==> src/hdl/fwd_pkg.sv <==
// Shared types and constants for the four-wheel drive speed ramp.
// No dependencies; every other file in hdl/ imports this package.
`default_nettype none
package fwd_pkg;

  // Duty magnitude width of each wheel output
  localparam int DUTY_BITS = 8;
  localparam int DutyFull  = (1 << DUTY_BITS) - 1;

  // Signed width that holds any wheel sum, its negation and the clamp limit
  localparam int WHEEL_W = 12;

  // Stream payload widths
  localparam int IN_W        = 2 + 9 + 9;
  localparam int IN_TDATA_W  = ((IN_W + 7) / 8) * 8;
  localparam int OUT_W       = 4 * (2 + DUTY_BITS);
  localparam int OUT_TDATA_W = ((OUT_W + 7) / 8) * 8;

  // Configuration port
  localparam int ADDR_W = 4;

  typedef enum logic [1:0] {
    CMD_ADVANCE    = 2'd0,
    CMD_SOFT_STOP  = 2'd1,
    CMD_HARD_BRAKE = 2'd2,
    CMD_SPIN       = 2'd3
  } cmd_e;

  typedef enum logic [1:0] {
    REG_MAX_DUTY    = 2'd0,
    REG_RAMP_STEP   = 2'd1,
    REG_INVERT_MASK = 2'd2,
    REG_UNUSED      = 2'd3
  } reg_e;

  typedef struct packed {
    logic [7:0] duty_lim;
    logic [7:0] ramp_step;
    logic [3:0] invert_mask;
  } cfg_t;

  typedef struct packed {
    logic signed [WHEEL_W-1:0] rr;
    logic signed [WHEEL_W-1:0] rl;
    logic signed [WHEEL_W-1:0] fr;
    logic signed [WHEEL_W-1:0] fl;
  } wheel_vals_t;

  // forward in the lowest bit, then reverse, then duty
  typedef struct packed {
    logic [DUTY_BITS-1:0] duty;
    logic                 reverse;
    logic                 forward;
  } wheel_out_t;

endpackage
`default_nettype wire

==> src/hdl/fwd_cfg_regs.sv <==
// APB-style configuration registers: duty limit, ramp step and invert mask.
// Depends on fwd_pkg.
`default_nettype none
module fwd_cfg_regs (
  input  wire                     clk_i,
  input  wire                     rst_ni,
  input  wire                     psel,
  input  wire                     penable,
  input  wire                     pwrite,
  input  wire [fwd_pkg::ADDR_W-1:0] paddr,
  input  wire [31:0]              pwdata,
  output logic [31:0]             prdata,
  output logic                    pready,
  output fwd_pkg::cfg_t           cfg_o
);
  import fwd_pkg::*;

  logic [7:0] max_duty_q;
  logic [7:0] ramp_step_q;
  logic [3:0] invert_mask_q;
  logic       wr_en;
  reg_e       reg_sel;

  assign pready  = 1'b1;
  assign reg_sel = reg_e'(paddr[3:2]);
  assign wr_en   = psel && penable && pwrite && pready;

  always_ff @(posedge clk_i or negedge rst_ni) begin
    if (!rst_ni) begin
      max_duty_q    <= 8'd255;
      ramp_step_q   <= 8'd10;
      invert_mask_q <= 4'd0;
    end else if (wr_en) begin
      unique case (reg_sel)
        REG_MAX_DUTY:    max_duty_q    <= pwdata[7:0];
        REG_RAMP_STEP:   ramp_step_q   <= pwdata[7:0];
        REG_INVERT_MASK: invert_mask_q <= pwdata[3:0];
        default: ;
      endcase
    end
  end

  always_comb begin
    unique case (reg_sel)
      REG_MAX_DUTY:    prdata = {24'd0, max_duty_q};
      REG_RAMP_STEP:   prdata = {24'd0, ramp_step_q};
      REG_INVERT_MASK: prdata = {28'd0, invert_mask_q};
      default:         prdata = 32'd0;
    endcase
  end

  // Cap the duty limit at the full scale of the duty field
  always_comb begin
    cfg_o.duty_lim    = (int'(max_duty_q) > DutyFull) ? 8'(DutyFull) : max_duty_q;
    cfg_o.ramp_step   = ramp_step_q;
    cfg_o.invert_mask = invert_mask_q;
  end

endmodule
`default_nettype wire

==> src/hdl/fwd_ramp.sv <==
// Forward speed register and per-command ramp logic; yields four signed wheel values.
// Depends on fwd_pkg.
`default_nettype none
module fwd_ramp (
  input  wire                       clk_i,
  input  wire                       rst_ni,
  input  wire                       step_en_i,
  input  fwd_pkg::cmd_e             cmd_i,
  input  wire signed [8:0]          speed_i,
  input  wire signed [8:0]          correction_i,
  input  wire [7:0]                 ramp_step_i,
  output fwd_pkg::wheel_vals_t      wheels_o
);
  import fwd_pkg::*;

  logic signed [8:0]  fwd_speed_q, fwd_speed_d;
  logic signed [10:0] fs_x, spd_x, step_x, raised, lowered, ramped, toward;
  logic signed [WHEEL_W-1:0] f_w, spd_w, corr_w, left_w, right_w;

  always_comb begin
    fs_x    = 11'(fwd_speed_q);
    spd_x   = 11'(speed_i);
    step_x  = $signed({3'b000, ramp_step_i});
    raised  = fs_x + step_x;
    lowered = fs_x - step_x;

    // Advance: step up toward the target, drop to it at once when above
    ramped = (fs_x < spd_x) ? raised : fs_x;
    if (ramped > spd_x) begin
      ramped = spd_x;
    end

    // Soft stop: move toward zero without crossing it
    if (fs_x > 11'sd0) begin
      toward = (lowered < 11'sd0) ? 11'sd0 : lowered;
    end else if (fs_x < 11'sd0) begin
      toward = (raised > 11'sd0) ? 11'sd0 : raised;
    end else begin
      toward = fs_x;
    end

    case (cmd_i)
      CMD_ADVANCE:    fwd_speed_d = 9'(ramped);
      CMD_SOFT_STOP:  fwd_speed_d = 9'(toward);
      CMD_HARD_BRAKE: fwd_speed_d = 9'sd0;
      default:        fwd_speed_d = fwd_speed_q;
    endcase

    f_w     = WHEEL_W'(fwd_speed_d);
    spd_w   = WHEEL_W'(speed_i);
    corr_w  = WHEEL_W'(correction_i);
    left_w  = f_w + corr_w;
    right_w = f_w - corr_w;

    case (cmd_i)
      CMD_ADVANCE: begin
        wheels_o.fl = left_w;
        wheels_o.rl = left_w;
        wheels_o.fr = right_w;
        wheels_o.rr = right_w;
      end
      CMD_SOFT_STOP: begin
        wheels_o.fl = f_w;
        wheels_o.rl = f_w;
        wheels_o.fr = f_w;
        wheels_o.rr = f_w;
      end
      CMD_HARD_BRAKE: begin
        wheels_o.fl = '0;
        wheels_o.rl = '0;
        wheels_o.fr = '0;
        wheels_o.rr = '0;
      end
      default: begin
        wheels_o.fl = spd_w;
        wheels_o.rl = spd_w;
        wheels_o.fr = -spd_w;
        wheels_o.rr = -spd_w;
      end
    endcase
  end

  always_ff @(posedge clk_i or negedge rst_ni) begin
    if (!rst_ni) begin
      fwd_speed_q <= 9'sd0;
    end else if (step_en_i) begin
      fwd_speed_q <= fwd_speed_d;
    end
  end

endmodule
`default_nettype wire

==> src/hdl/fwd_wheel.sv <==
// One wheel encoder: optional inversion, clamp to the duty limit, H-bridge encoding.
// Depends on fwd_pkg.
`default_nettype none
module fwd_wheel (
  input  wire signed [fwd_pkg::WHEEL_W-1:0] value_i,
  input  wire                               invert_i,
  input  wire [7:0]                         duty_lim_i,
  output fwd_pkg::wheel_out_t               wheel_o
);
  import fwd_pkg::*;

  logic signed [WHEEL_W-1:0] v, lim, clamped, mag;

  always_comb begin
    v   = invert_i ? -value_i : value_i;
    lim = $signed(WHEEL_W'(duty_lim_i));
    if (v > lim) begin
      clamped = lim;
    end else if (v < -lim) begin
      clamped = -lim;
    end else begin
      clamped = v;
    end
    mag = clamped[WHEEL_W-1] ? -clamped : clamped;

    wheel_o.forward = (clamped > $signed(WHEEL_W'(0)));
    wheel_o.reverse = clamped[WHEEL_W-1];
    wheel_o.duty    = DUTY_BITS'(mag);
  end

endmodule
`default_nettype wire

==> src/hdl/four_wheel_drive_speed_ramp.sv <==
// Top level of the four-wheel drive speed ramp: input register, ramp logic, wheel
// encoders and result register. Depends on fwd_pkg, fwd_cfg_regs, fwd_ramp, fwd_wheel.
//
// Usage:
//   Commands enter on the s_axis channel (command, speed, correction) and each one
//   produces exactly one result on the m_axis channel: direction pins and duty for
//   the front-left, front-right, rear-left and rear-right wheels.
//   A command taken from s_axis is registered in the input stage, processed against the
//   forward speed register, and its result is captured in the result register.
//   Throughput: one command per cycle unless the receiver stalls; the forward speed
//   update is a single add, compare and select, so each command sees the speed left
//   by the one before. The input stage takes a new command while a finished result
//   waits in the output register; when the receiver stalls, the two stages fill and
//   s_axis_tready falls until m_axis_tready returns.
//   The APB-style port sets the duty limit, ramp step and per-wheel invert mask;
//   write it only while no command is in flight.
//   Reset clears both stages and the forward speed, and loads duty limit 255,
//   ramp step 10 and invert mask 0.
`default_nettype none
module four_wheel_drive_speed_ramp (
  input  wire                               clk_i,
  input  wire                               rst_ni,
  // command [1:0], speed [10:2], correction [19:11], zero fill above
  input  wire [fwd_pkg::IN_TDATA_W-1:0]     s_axis_tdata,
  input  wire                               s_axis_tvalid,
  output logic                              s_axis_tready,
  // per wheel fl, fr, rl, rr from the lowest bit: forward, reverse, duty
  output logic [fwd_pkg::OUT_TDATA_W-1:0]   m_axis_tdata,
  output logic                              m_axis_tvalid,
  input  wire                               m_axis_tready,
  input  wire                               psel,
  input  wire                               penable,
  input  wire                               pwrite,
  input  wire [fwd_pkg::ADDR_W-1:0]         paddr,
  input  wire [31:0]                        pwdata,
  output logic [31:0]                       prdata,
  output logic                              pready
);
  import fwd_pkg::*;

  cfg_t        cfg;
  wheel_vals_t wheels;
  wheel_out_t  fl_out, fr_out, rl_out, rr_out;

  logic              in_vld_q;
  cmd_e              in_cmd_q;
  logic signed [8:0] in_speed_q;
  logic signed [8:0] in_corr_q;
  logic              out_vld_q;
  logic [OUT_TDATA_W-1:0] out_data_q;
  logic              advance;

  // Move the held command into the result register when that register frees up
  assign advance       = in_vld_q && (!out_vld_q || m_axis_tready);
  assign s_axis_tready = !in_vld_q || advance;
  assign m_axis_tvalid = out_vld_q;
  assign m_axis_tdata  = out_data_q;

  fwd_cfg_regs u_cfg (
    .clk_i   (clk_i),
    .rst_ni  (rst_ni),
    .psel    (psel),
    .penable (penable),
    .pwrite  (pwrite),
    .paddr   (paddr),
    .pwdata  (pwdata),
    .prdata  (prdata),
    .pready  (pready),
    .cfg_o   (cfg)
  );

  fwd_ramp u_ramp (
    .clk_i        (clk_i),
    .rst_ni       (rst_ni),
    .step_en_i    (advance),
    .cmd_i        (in_cmd_q),
    .speed_i      (in_speed_q),
    .correction_i (in_corr_q),
    .ramp_step_i  (cfg.ramp_step),
    .wheels_o     (wheels)
  );

  fwd_wheel u_fl (
    .value_i    (wheels.fl),
    .invert_i   (cfg.invert_mask[0]),
    .duty_lim_i (cfg.duty_lim),
    .wheel_o    (fl_out)
  );

  fwd_wheel u_fr (
    .value_i    (wheels.fr),
    .invert_i   (cfg.invert_mask[1]),
    .duty_lim_i (cfg.duty_lim),
    .wheel_o    (fr_out)
  );

  fwd_wheel u_rl (
    .value_i    (wheels.rl),
    .invert_i   (cfg.invert_mask[2]),
    .duty_lim_i (cfg.duty_lim),
    .wheel_o    (rl_out)
  );

  fwd_wheel u_rr (
    .value_i    (wheels.rr),
    .invert_i   (cfg.invert_mask[3]),
    .duty_lim_i (cfg.duty_lim),
    .wheel_o    (rr_out)
  );

  // Input stage
  always_ff @(posedge clk_i or negedge rst_ni) begin
    if (!rst_ni) begin
      in_vld_q <= 1'b0;
    end else if (s_axis_tready) begin
      in_vld_q <= s_axis_tvalid;
    end
  end

  always_ff @(posedge clk_i) begin
    if (s_axis_tvalid && s_axis_tready) begin
      in_cmd_q   <= cmd_e'(s_axis_tdata[1:0]);
      in_speed_q <= $signed(s_axis_tdata[10:2]);
      in_corr_q  <= $signed(s_axis_tdata[19:11]);
    end
  end

  // Result stage
  always_ff @(posedge clk_i or negedge rst_ni) begin
    if (!rst_ni) begin
      out_vld_q <= 1'b0;
    end else if (advance) begin
      out_vld_q <= 1'b1;
    end else if (m_axis_tready) begin
      out_vld_q <= 1'b0;
    end
  end

  always_ff @(posedge clk_i) begin
    if (advance) begin
      out_data_q <= OUT_TDATA_W'({rr_out, rl_out, fr_out, fl_out});
    end
  end

endmodule
`default_nettype wire

==> config.mk <==
export PLATFORM = sky130hd
export DESIGN_NAME = four_wheel_drive_speed_ramp
export DESIGN_NICKNAME = d
export VERILOG_FILES = /design/src/hdl/fwd_pkg.sv /design/src/hdl/fwd_cfg_regs.sv /design/src/hdl/fwd_ramp.sv /design/src/hdl/fwd_wheel.sv /design/src/hdl/four_wheel_drive_speed_ramp.sv
export SDC_FILE = /design/constraint.sdc
export NUM_CORES = 1
export LEC_CHECK = 0
export ABC_AREA = 1
export BUFFER_PORTS_ARGS = -buffer_cell sky130_fd_sc_hd__clkbuf_2
export CAP_MARGIN = 25
export CORE_MARGIN = 8
export CORE_UTILIZATION = 45
export CTS_CLUSTER_SIZE = 20
export DETAILED_ROUTE_END_ITERATION = 10
export PLACE_DENSITY = 0.63
export REMOVE_ABC_BUFFERS = 1
export SYNTH_ARGS = -nofsm -noshare
export SYNTH_HDL_FRONTEND = slang
export SYNTH_SLANG_ARGS = --single-unit
==> constraint.sdc <==
create_clock -name clk_i -period 9.4 [get_ports clk_i]
set_input_delay 0.94 -clock clk_i [delete_from_list [all_inputs] [get_ports clk_i]]
set_output_delay 0.94 -clock clk_i [all_outputs]
set_load 0.02 [all_outputs]
==> flow_summary.yaml <==
die:
  io-pin-count: 142
  core_um2: 24100
  start_util_pct: 45.3
  die_x_um: 172
  die_h_um: 172
  fp-row-count: 57
  dieArea_um2: 29500
synthesis:
  synth_top_area_share_pct: 16.5
  synth_top_area_cell: "edfxtp_1"
  synth_edf_count: 60
  synth_area_leaders: "edfxtp_1 16%, ha_1 15%, nand2_1 14%"
  synthFlopType: "edfxtp_1"
  synth_area_um2: 10900
  synth_async_sr_flop_share_pct: 34.1
  syn_inst: 1586
  ys_types: 59
  synth_seq_cells: 91
  synth.avg_cell_area_um2: 6.89
  ys_warn_count: 0
  ys_seq_area_share_pct: 23.7
sta:
  min_period_ns: 8.72
  fin_crit_sh_pct: 92.8
  final-setup-viol-count: 0
  setup_tns_ns: 0
  tightest_slew_ns: 1.08
  clock_skew_ns: 0.0118
  max_slew_margin_pct: 27.6
  hold_violations: 0
  finalMaxSlewViolations: 0
  max_freq_ghz: 0.115
global_route:
  grt_util_met3_pct: 1.97
  grtUsageMet1_pct: 27.8
  grt_max_degree: 41
  grt.total_usage_pct: 22.1
  overflow: 0
  grt_busiest_layer: "met2"
  use_met2_pct: 38.4
  grt_pass1_vias: 10200
  grt_pass1_wl_um: 51500
  antenna_found_initial: 0
min_path:
  worst_hold_path_type: "reg -> reg"
  worstHoldStart: "u_cfg.ramp_step_q[3]"
  min_to: "u_cfg.ramp_step_q[3]"
  min_path_cells: 2
final_layout:
  final_cell_mix: "408 x nand2_1, 212 x inv_1, 127 x ha_1"
  postLayoutCellArea_um2: 12800
  diodes: 0
  final_common_cell: "nand2_1"
  nets: 1953
  drive_gt1_share_pct: 20.5
  area_growth_pct: 16.9
detailed_routing:
  num_vias: 10800
  viasPerCell: 5.22
  firstDrtPassIters: 6
  drt_iter0_drc: 848
  totalWireLength_um: 32900
  avgRoutedWirePerCell_um: 15.8
  drc: 0
  ant_nets: 0
place:
  routabilityCongestion: 0.942
  portBuffers: 86
  placed_cell_area_um2: 12200
  dp_hpwl_um: 26200
cts:
  cts_htree_levels: 3
  clk_path_buf_depth: 2
  numCtsBuffers: 9
  clockRootBuffer: "clkbuf_16"
  cts_tree: "done"
  postCtsHoldBufs: 0
  clk_pin_slew_ns: 0.07
  clock-sinks: 91
  clk_latency_ns: 0.36
setup_path:
  critPathMaxFanout: 5
  criticalPathCategory: "reg -> reg"
  crit_arrival_ns: 8.84
  cpMaxStageDelayCell: "dfstp_2"
  crit_family: "simple AND/OR/NAND/NOR gates"
  cp_common_cell: "nand2_1"
  r2r-end: "m_axis_tdata[38]"
  startpoint_type: "register"
  endpoint_kind: "register"
  path_buf_inv: 8
  worstReg2RegStart: "u_cfg.ramp_step_q[1]"
  path_depth: 53
  rrSetupSlack_ns: 0.68
  required_ns: 9.52
  max_stage_delay_ns: 0.61
  r2r_cells: 53
power:
  leakage_uw: 0.00661
  ir_worst_vdd_mv: 0.148
  power_density_nw_per_um2: 432
flow_run:
  cap_violations: 0
outcome:
  status: "complete, no violations"
[state kept, by name, summed over array words and instances (netlist names)]
name and cells:
in_speed_q 9, m_axis_tdata 40, m_axis_tvalid 1, in_vld_q 1, in_corr_q 9, u_cfg.invert_mask_q 4
u_cfg.ramp_step_q 8, u_cfg.max_duty_q 8, u_ramp.fwd_speed_q 9, in_cmd_q 2
[layout make-up]
class / instances / area [um2]
clock buffer: 10 / 250
clock inverter: 6 / 57.6
fill: 2447 / 11300
inverter: 240 / 911
multi-input combinational: 1217 / 7320
sequential: 91 / 2590
tap: 324 / 405
timing repair buffer: 191 / 1230
[worst max-delay path by stage]
stage / slack [ns] / end / from
after floorplan: 1.06 / m_axis_tdata[18] / in_speed_q[4]
after global placement: 0.38 / m_axis_tdata[18] / u_cfg.ramp_step_q[1]
after detailed placement: 0.28 / m_axis_tdata[18] / u_cfg.ramp_step_q[1]
after CTS: 0.24 / m_axis_tdata[18] / u_cfg.ramp_step_q[1]
after global routing: -0.02 / m_axis_tdata[8] / u_cfg.ramp_step_q[1]
final: 0.68 / m_axis_tdata[38] / u_cfg.ramp_step_q[1]
[cells by family (layout without fill, tap and decap cells)]
family,Yosys count,in the layout,synth area share [%]
and+or+nand+nor,703,703,28.6
AOI/OAI and AO/OA,326,326,17.9
buffers and inverters,301,447,11.7
adders and majority gates,136,136,15.8
DFF,91,91,23.7
xor gates and xnor gates,27,27,2.16
other,2,25,0.0687
[routing by layer]
metal	wire, um	vias up
li1	-	5574
met1	14400	4870
met2	15400	335
met3	1990	65
met4	1140	0
met5	0	-
[where the power goes]
group	leakage [uW]	total (uW)	switching (uW)	internal (uW)
Combinational	0.00551	4370	2660	1700
Sequential	0.000947	759	90.7	668
Clock	0.000153	388	185	203
[through the flow]
stage                     util, %  instances  total power (uW)  hold slack, ns  worst slack (ns)
after floorplan                 -       1548              3590           0.479              1.06
after global placement       50.5       2048              4810           0.501             0.382
after detailed placement     50.5       2048              4900           0.503             0.276
after CTS                    51.7       2064              5300           0.528             0.242
after global routing         53.0       2079              6100           0.575           -0.0207
final                        53.0       2079              5510           0.523             0.679
[timing repair]
item                       CTS  global route
setup buffers                0            13
setup endpoints to repair    0            39
resized for setup            0            71
[synth_stat cells, drive strengths merged, types with 22 or more instances]
cell	instances
inv	235
nor2	100
buf	39
clkbuf	22
nand4	22
o21ai	177
ha	132
o211ai	22
nand2	440
nand3	109
edfxtp	60
a21oi	71
[tightest hold or removal path, cell delays in order (launching register included)]
cell,delay (ns)
dfstp_2,0.38
nand2_1,0.05
o21ai_0,0.08
Power figures use the tool's default switching activity.
